[src/rtl/spq_pkg.sv]
package spq_pkg;

  localparam int CAPACITY_DEF = 64;
  localparam int VALUE_W      = 32;
  localparam int COUNT_W      = 7;

  typedef enum logic [1:0] {
    ST_OK       = 2'd0,
    ST_OVERFLOW = 2'd1,
    ST_EMPTY    = 2'd2,
    ST_NOTFOUND = 2'd3
  } status_t;

  localparam logic CMD_INSERT = 1'b0;
  localparam logic CMD_DELETE = 1'b1;

  typedef struct packed {
    logic                      command;
    logic signed [VALUE_W-1:0] value;
  } in_req_t;

  typedef struct packed {
    logic [1:0]                status;
    logic [COUNT_W-1:0]        count;
    logic signed [VALUE_W-1:0] head_value;
  } out_res_t;

  // per-cycle shift control broadcast to every cell
  typedef struct packed {
    logic ins_en;  // insert: hold / take value / take left neighbor
    logic del_en;  // delete: hold / take right neighbor
  } cell_ctl_t;

endpackage

[src/rtl/spq_cell.sv]
module spq_cell import spq_pkg::*; #(
  parameter int IDX   = 0,
  parameter int OCC_W = 7
) (
  input  logic                      clk,
  input  logic                      cmp_en,
  input  logic signed [VALUE_W-1:0] cmp_value,
  input  logic [OCC_W-1:0]          occ,
  input  cell_ctl_t                 ctl,
  input  logic signed [VALUE_W-1:0] upd_value,
  input  logic                      left_gt,
  input  logic signed [VALUE_W-1:0] left_data,
  input  logic signed [VALUE_W-1:0] right_data,
  output logic                      gt,
  output logic                      eq,
  output logic signed [VALUE_W-1:0] data,
  output logic signed [VALUE_W-1:0] data_nxt
);

  localparam logic [OCC_W-1:0] IDX_C = OCC_W'(IDX);

  logic signed [VALUE_W-1:0] data_r;
  logic                      gt_r;
  logic                      eq_r;
  logic                      valid;

  assign valid = IDX_C < occ;

  // gt: the stored entry outranks the request value (stays in place)
  always_comb begin
    data_nxt = data_r;
    if (ctl.ins_en && !gt_r) begin
      data_nxt = left_gt ? upd_value : left_data;
    end else if (ctl.del_en && !gt_r) begin
      data_nxt = right_data;
    end
  end

  always_ff @(posedge clk) begin
    data_r <= data_nxt;
    if (cmp_en) begin
      gt_r <= valid && (cmp_value < data_r);
      eq_r <= valid && (cmp_value == data_r);
    end
  end

  assign gt   = gt_r;
  assign eq   = eq_r;
  assign data = data_r;

endmodule

[config.mk]
export PLATFORM = sky130hd
export DESIGN_NAME = spq_cell
export DESIGN_NICKNAME = d
export VERILOG_FILES = /design/src/rtl/spq_pkg.sv /design/src/rtl/spq_cell.sv
export SDC_FILE = /design/constraint.sdc
export NUM_CORES = 1
export LEC_CHECK = 0
export ABC_AREA = 1
export BUFFER_PORTS_ARGS = -buffer_cell sky130_fd_sc_hd__buf_2
export CAP_MARGIN = 5
export CORE_MARGIN = 8
export CORE_UTILIZATION = 37
export CTS_BUF_LIST = sky130_fd_sc_hd__clkbuf_8
export DETAILED_ROUTE_END_ITERATION = 6
export GPL_ROUTABILITY_DRIVEN = 1
export GPL_TIMING_DRIVEN = 0
export PLACE_DENSITY = 0.79
export SYNTH_ARGS = -nofsm -noshare
export SYNTH_HDL_FRONTEND = slang
export SYNTH_SLANG_ARGS = --single-unit
[constraint.sdc]
create_clock -name clk -period 1.4 [get_ports clk]
set_input_delay 0.14 -clock clk [delete_from_list [all_inputs] [get_ports clk]]
set_output_delay 0.14 -clock clk [all_outputs]
set_load 0.05 [all_outputs]
; Yosys cells after proc, flatten, opt, wreduce, memory -nomap -nowiden
; Cells that the tools add are included.
[classes]
add_sub_neg = 0
n_mul = 0
div_mod_pow = 0
magnitude_cmp = 2
n_eq_ne = 1
n_shift = 0
mux = 3
n_bitwise = 0
n_reduce_logical = 5
[ops]
columns = op, n
row1 = $mux 32, 3
row2 = $eq 32x32->1, 1
row3 = $lt 32x32->1, 1
row4 = $lt 1x7->1 const A, 1
row5 = $logic_and 1x1->1, 4
row6 = $logic_not 1->1, 1
[word_totals]
reg_bits = 34
latchBits = 0
mem_bits_rw = 0
romBits = 0
input_bits = 140
out_inout_bits = 66
wordCells = 14
mem_count = 0

; Logic depth before layout (Yosys ltp)
; Gate-level depths: netlist (run 1).
[depth]
word_depth = 4
depth_mapped = 13
mapped_depth_nobuf = 13

; Worst setup path after synthesis (run 1)
; OpenSTA, ideal clock, no wires.
[synth_path]
path_kind = register -> register
from = register gt_r, in the netlist gt
to = register data_r[10], in the netlist data[10]
setup_ps = 219
arrival_ps = 2088
required_ps = 1181
slack_ps = -907
stages_incl_launch_ff = 6
n_path_buf = 1
period_less_slack_ps = 2307
path_cell_list = edfxtp_1 -> inv_2 -> nand2_1 -> buf_2 -> a21oi_1 -> a32oi_1
[synth_via]
elab_chain_cells = 4
word_cells_on_any_way = 5
cone_classes = 2 x mux / 3 x reduce/logical
[synth_rtl]
columns = element, line_no
row1 = from (decl), spq_cell.sv:23  ; logic gt_r;
row2 = from (signal assigned), spq_cell.sv:42  ; gt_r <= valid && (cmp_value < data_r);
row3 = $logic_not 1->1 *, "spq_cell.sv:32, spq_cell.sv:34"
row4 = $logic_and 1x1->1, spq_cell.sv:34  ; end else if (ctl.del_en && !gt_r) begin
row5 = $mux 32, spq_cell.sv:34
row6 = $mux 32 *, spq_cell.sv:32  ; if (ctl.ins_en && !gt_r) begin
row7 = named net data_nxt[10], spq_cell.sv:17  ; output logic signed [VALUE_W-1:0] data_nxt
row8 = to (signal assigned), spq_cell.sv:40  ; data_r <= data_nxt;
row9 = to (decl), spq_cell.sv:22  ; logic signed [VALUE_W-1:0] data_r;
; The timed path passes the listed nets; every way through them passes the cells marked *.
; A chain may end at the register's enable or synchronous reset.

; Final worst setup path (run 1)
[layout_path]
from = register gt_r, in the netlist gt
to = output data_nxt[11]
[layout_via]
elab_chain_cells = 4
word_cells_on_any_way = 5
cone_classes = 2 x mux / 3 x reduce/logical
[layout_rtl]
columns = element, line_no
row1 = $logic_not 1->1 *, "spq_cell.sv:32, spq_cell.sv:34"
row2 = $logic_and 1x1->1, spq_cell.sv:34
row3 = $mux 32, spq_cell.sv:34
row4 = $mux 32 *, spq_cell.sv:32
row5 = to (decl), spq_cell.sv:17
; Mark *: on every way between the ends. The rest lies on a longest branch, timed or not.

==> results of run 1 <==
==> registers in the layout, indices dropped and copies added (netlist names) <==
| register | count |
|---|---|
| data | 32 |
| eq | 1 |
| gt | 1 |
==> power by group through the flow <==
stage / Sequential, mW / Combinational, mW / Clock (mW)
6_report: 2.09 / 12.0 / 0.721
3_5_place_dp: 2.12 / 9.76 / 0
4_1_cts: 2.07 / 11.8 / 0.733
2_1_floorplan: 3.86 / 5.96 / 0
5_1_grt: 2.16 / 12.7 / 0.759
3_3_place_gp: 2.09 / 9.58 / 0
==> layout make-up <==
class	count	share of cell area
timing repair buffer	225	0.2544
buffer	23	0.04492
clock inverter	3	0.002063
clock buffer	5	0.01261
tap	96	0.02200
multi-input combinational	272	0.4909
sequential	34	0.1396
inverter	48	0.03346
==> through the flow <==
step	util	instances	cell area (µm²)	hold slack, ns	worst slack, ns
final	0.8035	706	5459	0.06549	-0.4299
after CTS	0.7937	704	5393	0.05548	-0.4246
after floorplan	-	377	3379	0.2525	-0.3627
after detailed placement	0.6646	676	4516	0.3636	-0.4268
after global routing	0.8035	706	5459	0.05677	-0.5016
after global placement	0.6646	676	4516	0.3614	-0.3941
==> layer usage <==
metal | part of all wire | vias to the layer above
met4 | 0.039 | 0
met1 | 0.35 | 1781
li1 | - | 1758
met5 | 0 | -
met2 | 0.53 | 167
met3 | 0.078 | 42
==> synth_stat cells <==
library cell	instances	area (µm²)
nand2_1	107	401.6
inv_1	47	176.4
a21oi_1	44	220.2
nand3_1	35	175.2
a32oi_1	32	280.3
dfxtp_1	32	640.6
ha_1	32	400.4
buf_2	13	65.06
nor2_1	10	37.54
clkbuf_1	9	33.78
nor2_2	3	18.77
edfxtp_1	2	60.06
o21ai_0	2	10.01
a21o_1	1	7.510
and3_2	1	7.510
buf_1	1	3.750
inv_2	1	3.750
nand4_1	1	6.260
nand4_2	1	12.51
nor4_1	1	6.260
o21a_1	1	7.510
o21bai_1	1	7.510
==> kinds of logic (layout without fill, tap and decap cells) <==
family / count (synthesis) / after routing / synth area share
AOI/OAI and AO/OA: 81 / 81 / 0.2064
adders and majority gates: 32 / 32 / 0.1550
buffers and inverters: 71 / 304 / 0.1095
DFF: 34 / 34 / 0.2713
and+or+nand+nor: 159 / 159 / 0.2578
==> worst max-delay path: cells and delay by family, from the launching register on <==
kind                   cells  cell delay [ns]
AOI/OAI and AO/OA          1             0.28
buffers and inverters      3             0.56
DFF                        1             0.44
and+or+nand+nor            1             0.11
==> cells in the final DEF, fill, tap and decap left out, types with 2 or more instances in the layout <==
cell type and n:
buf_2 176, nand2_1 86, inv_1 39, buf_6 38
a32oi_4 32, a21oi_2 31, nand3_1 29, dfxtp_2 22
buf_4 20, ha_4 16, ha_1 16, nand2_2 14
a21oi_1 13, inv_2 11, dfxtp_4 9, nor2_1 8
clkbuf_8 7, nand2_4 6, clkbuf_1 6, nand3_2 6
buf_12 5, nor2_4 4, edfxtp_1 2
==> how the worst max path moves through the flow <==
stage                   endpoint  slack, ns  depth (start not counted)
detailed placement            gt      -0.43                         11
global route        data_nxt[11]      -0.50                          5
floorplan               data[17]      -0.36                          5
CTS                 data_nxt[16]      -0.42                          5
global placement              gt      -0.39                         11
finish              data_nxt[11]      -0.43                          5
==> repair_timing <==
item | CTS | global route
pin swaps | 20 | 6
setup endpoints to repair | 34 | 36
gates resized for setup | 154 | 11
buffers inserted | 20 | 2
hold buffers | 0 | 0
hold endpoints to repair | 0 | 0
==> metrics.cfg, run 1 <==
[critical_path]
reg2reg_depth=13
crit_chain=inv_4 -> clkbuf_8 -> nand3_1 -> a32oi_4 -> buf_6
startpoint=gt
worst-endpoint-arrival_ns=1.69
critPathKind=flip-flop to output pin
crit_slowest_cell=edfxtp_1
crit_path_max_fanout=10
slowest_delay_ns=0.44
reg2reg_slack_ns=-0.28
r2r_end=gt
crit_required_ns=1.26
cp-start-kind=flip-flop
r2r-start=data[13]
cp-end-kind=output pin

[clock_tree]
clockRootBuffer=clkbuf_8
cts_buffers=5
cts.sinks=34
cts_tree=built
worstSkewPairLatency_ns=0.29
htreeDepth=2
clock_path_buffers=2
path_clk_slew_ns=0.08

[synthesis]
synth.net_count=549
synth_area_per_cell_um2=6.850
ys_warn_count=0
netlist_instances=377
synth_cell_types=22
yosysSeqAreaShare=0.2713
ys_ff_latch=34
syn_area_um2=2582

[detailed_routing]
drc=0
initialDrtViolationCount=112
via_count=3748
viasPerCell=5.309
dr.pass1.iters=4
wirelength_um=13280
wire_per_inst_um=18.81
ant_nets=0

[power_and_ir_drop]
peakVddDrop_v=0.002623
p_seq_frac=0.141
p_int_mw=6.478
pwr-share-comb=0.810
p_sw_frac=0.5636
power_frac_clock=0.049
power_density_nw_per_um2=2720
power.leakage_nw=2.514
finalPower_mw=14.85
power.switching_mw=8.368

[hold_path]
hp-start=cmp_en
hold_end=gt
holdCritPathClass=primary input to flip-flop
whs_path_depth=1

[global_route]
grtUsageMet3=0.07542
grt_use_total=0.2612
grt_pass1_vias=4251
grt_pass1_wl_um=20710
top_usage_layer=met2
use_met2=0.4881
grt_antenna_before_repair=0
grt_max_degree=11
use_met1=0.2547
gr-total-overflow=0

[sta]
period_share=1.307
rsz0062_at_grt=true
finalHoldViolations=0
clock_skew_ns=0.007318
max_slew.worst_pin.slew_ns=0.8138
maxSlewHeadroom=0.4575
final.min_clock_period_ns=1.830
setup_viol=35
setup_tns_ns=-13.05
worst_slack_ns=-0.4299
clock.fmax_ghz=0.5465
drv_slew=0

[layout]
final-seq-area_um2=762.0
n_fill_cell=430
finalNetCount=781
drive_gt1_frac=0.6607
antennaDiodeCount=0
syn2layout_area_growth_pct=111.4
multi_input_area_um2=2680

[floorplanning]
std_cell_rows=30
die_y_um=99.55
start_util=0.3801
die_w_um=99.55
die_area_um2=9909
core_um2=6794
io_pins=206

[placed_design]
port_buffers=203
dpl.hpwl_um=9683
place_congestion=0.7865

[run_status]
status=finished with violations
violations=setup timing

[flow_run]
maxCapViolCount=0

Note: power is estimated with default switching activity, not from simulation.
==> run 2: changes to the inputs <==
Settings changed: CORE_UTILIZATION 37 to 41, PLACE_DENSITY 0.79 to 0.83.
Clock period 1.4 ns to 1.7 ns, I/O delays scaled along.
==> run 2 against run 1 <==
The flow still finishes with violations (setup timing). First-iteration DRC count increased by 17%. Setup slack improved by 0.21 ns. Die area decreased by 8.2%. Final cell count decreased by 1.6%. Total power decreased by 14%. Highest routed layer unchanged.
==> metrics.cfg, run 2 (synthesis results as in run 1) <==
[run_status]
status=finished with violations
violations=setup timing

[placed_design]
port_buffers=203  ; unchanged
place_congestion=0.8717  ; +11%
dp_cells=657  ; -2.8%
pre_cts_slack_ns=-0.1558  ; +0.2710 ns
dpl.hpwl_um=9529  ; -1.6%
placedInstanceArea_um2=4468  ; -1.1%

[critical_path]
cp-end-kind=output pin
r2r_end=gt
critPathKind=flip-flop to output pin
crit_path_max_fanout=7  ; -3
worst-endpoint-arrival_ns=1.75  ; +0.06 ns
startpoint=gt
reg2reg_slack_ns=-0.13  ; +0.15 ns
crit_required_ns=1.53  ; +0.27 ns
cp-start-kind=flip-flop
reg2reg_depth=13  ; unchanged
r2r-start=data[7]
cp-endpoint=data_nxt[27]

[detailed_routing]
via_count=3952  ; +5.4%
dr.pass1.iters=5  ; +1
viasPerCell=5.686  ; +7.1%
drc=0  ; unchanged
wirelength_um=14950  ; +13%
initialDrtViolationCount=131  ; +17%
wire_per_inst_um=21.51  ; +14%
ant_nets=0  ; unchanged

[layout]
final_cell_mix=buf_2, nand2_1, inv_1, buf_6
finalNetCount=789  ; +1.0%
antennaDiodeCount=0  ; unchanged
largest_reg_flops=32  ; unchanged
final_cells=695  ; -1.6%
final_common_cell=buf_2
finalInstanceArea_um2=5520  ; +1.1%
syn2layout_area_growth_pct=113.8
drive_gt1_frac=0.6440  ; -0.01664

[power_and_ir_drop]
power_density_nw_per_um2=2314  ; -15%
peakVddDrop_v=0.001595  ; -39%
power.leakage_nw=2.606  ; +3.6%

[global_route]
gr-total-overflow=0  ; unchanged
grt_antenna_before_repair=0  ; unchanged
grt_pass1_vias=4120  ; -3.1%
grt_max_degree=11  ; unchanged
grt_pass1_wl_um=19380  ; -6.4%
grt_use_total=0.2724  ; +0.01116

[sta]
hold_slack_ns=0.1075  ; +0.04200 ns
final.min_clock_period_ns=1.925
clock.fmax_ghz=0.5195
worst_slack_ns=-0.2249  ; +0.2050 ns
setup_tns_ns=-5.758  ; +7.294 ns
max_slew.worst_pin.slew_ns=0.8165  ; +0.002716 ns
maxSlewHeadroom=0.4557  ; -0.001810
period_share=1.132
setup_viol=33  ; -5.7%
finalHoldViolations=0  ; unchanged
drv_slew=0  ; unchanged
rsz0062_at_grt=true
clock_skew_ns=0.006361  ; -0.0009570 ns

[hold_path]
holdCritPathClass=primary input to flip-flop

[clock_tree]
htreeDepth=2  ; unchanged
cts_tree=built
clockRootBuffer=clkbuf_8
clock_path_buffers=2  ; unchanged
hold_buffers=0  ; unchanged
cts.sinks=34  ; unchanged
worstSkewPairLatency_ns=0.29  ; about the same
cts_buffers=5  ; unchanged
path_clk_slew_ns=0.08  ; about the same

[floorplanning]
die_w_um=95.37  ; -4.2%
io_pins=206  ; unchanged
std_cell_rows=29  ; -3.3%
die_y_um=95.37  ; -4.2%
start_util=0.4162  ; +0.03610
core_um2=6205  ; -8.7%
die_area_um2=9094  ; -8.2%

[flow_run]
maxCapViolCount=0  ; unchanged

## run 2: cell types whose count changed in the layout (fill, tap and decap cells not counted), sizes merged
cell,change
buf,+6
clkbuf,+2
clkinv,+2
inv,-3
nand2,+1
## run 2: worst min-delay path by stage
stage / start / endpoint / slack, ns / cells past startpoint
after floorplan: cmp_en / eq / 0.28 / 0
after global placement: cmp_en / gt / 0.39 / 1
after detailed placement: cmp_en / eq / 0.41 / 1
after CTS: cmp_en / eq / 0.11 / 1
after global routing: cmp_en / gt / 0.09 / 1
final: cmp_en / gt / 0.11 / 1
## run 2: worst max-delay path, stage by stage, from the launching register on
cell and delay, ns:
edfxtp_1 0.42, clkinv_4 0.18, nand2_8 0.16, clkbuf_16 0.17
nand2_4 0.06, a32oi_4 0.26, buf_6 0.20
## run 2: per-layer routing
metal | wire (µm) | share of wire | vias up | global-route usage
met5 | 0 | 0 | - | 0
met4 | 778 | 0.052 | 0 | 0.1131
met3 | 1288 | 0.086 | 64 | 0.08031
met2 | 7939 | 0.53 | 266 | 0.5247
met1 | 4940 | 0.33 | 1847 | 0.2617
li1 | - | - | 1775 | -
## run 2: cell type report
type / instances / area [µm²]
Buffer: 23 / 261.5
Clock buffer: 6 / 82.58
Clock inverter: 2 / 8.758
Fill cell: 305 / 684.4
Inverter: 48 / 185.2
Multi-Input combinational cell: 273 / 2633
Sequential cell: 34 / 763.2
Tap cell: 77 / 96.34
Timing Repair Buffer: 232 / 1490
## run 2: power breakdown
group / total, mW / switching (mW) / internal (mW)
Clock: 0.648 / 0.326 / 0.322
Combinational: 10.4 / 6.49 / 3.88
Sequential: 1.76 / 0.383 / 1.38
Total: 12.8 / 7.19 / 5.58
## run 2: timing repair
action | CTS | global route
pin swaps | 16 | 36
setup buffers | 13 | 13
endpoints found under the setup margin | 33 | 33
resized for setup | 120 | 51
gates cloned | 0 | 4
## run 2: per-stage QoR
stage / total power [mW] / utilization
after floorplan: 8.022 / -
after global placement: 9.540 / 0.7201
after detailed placement: 9.712 / 0.7201
after CTS: 11.61 / 0.8250
after global routing: 13.28 / 0.8897
final: 12.77 / 0.8897
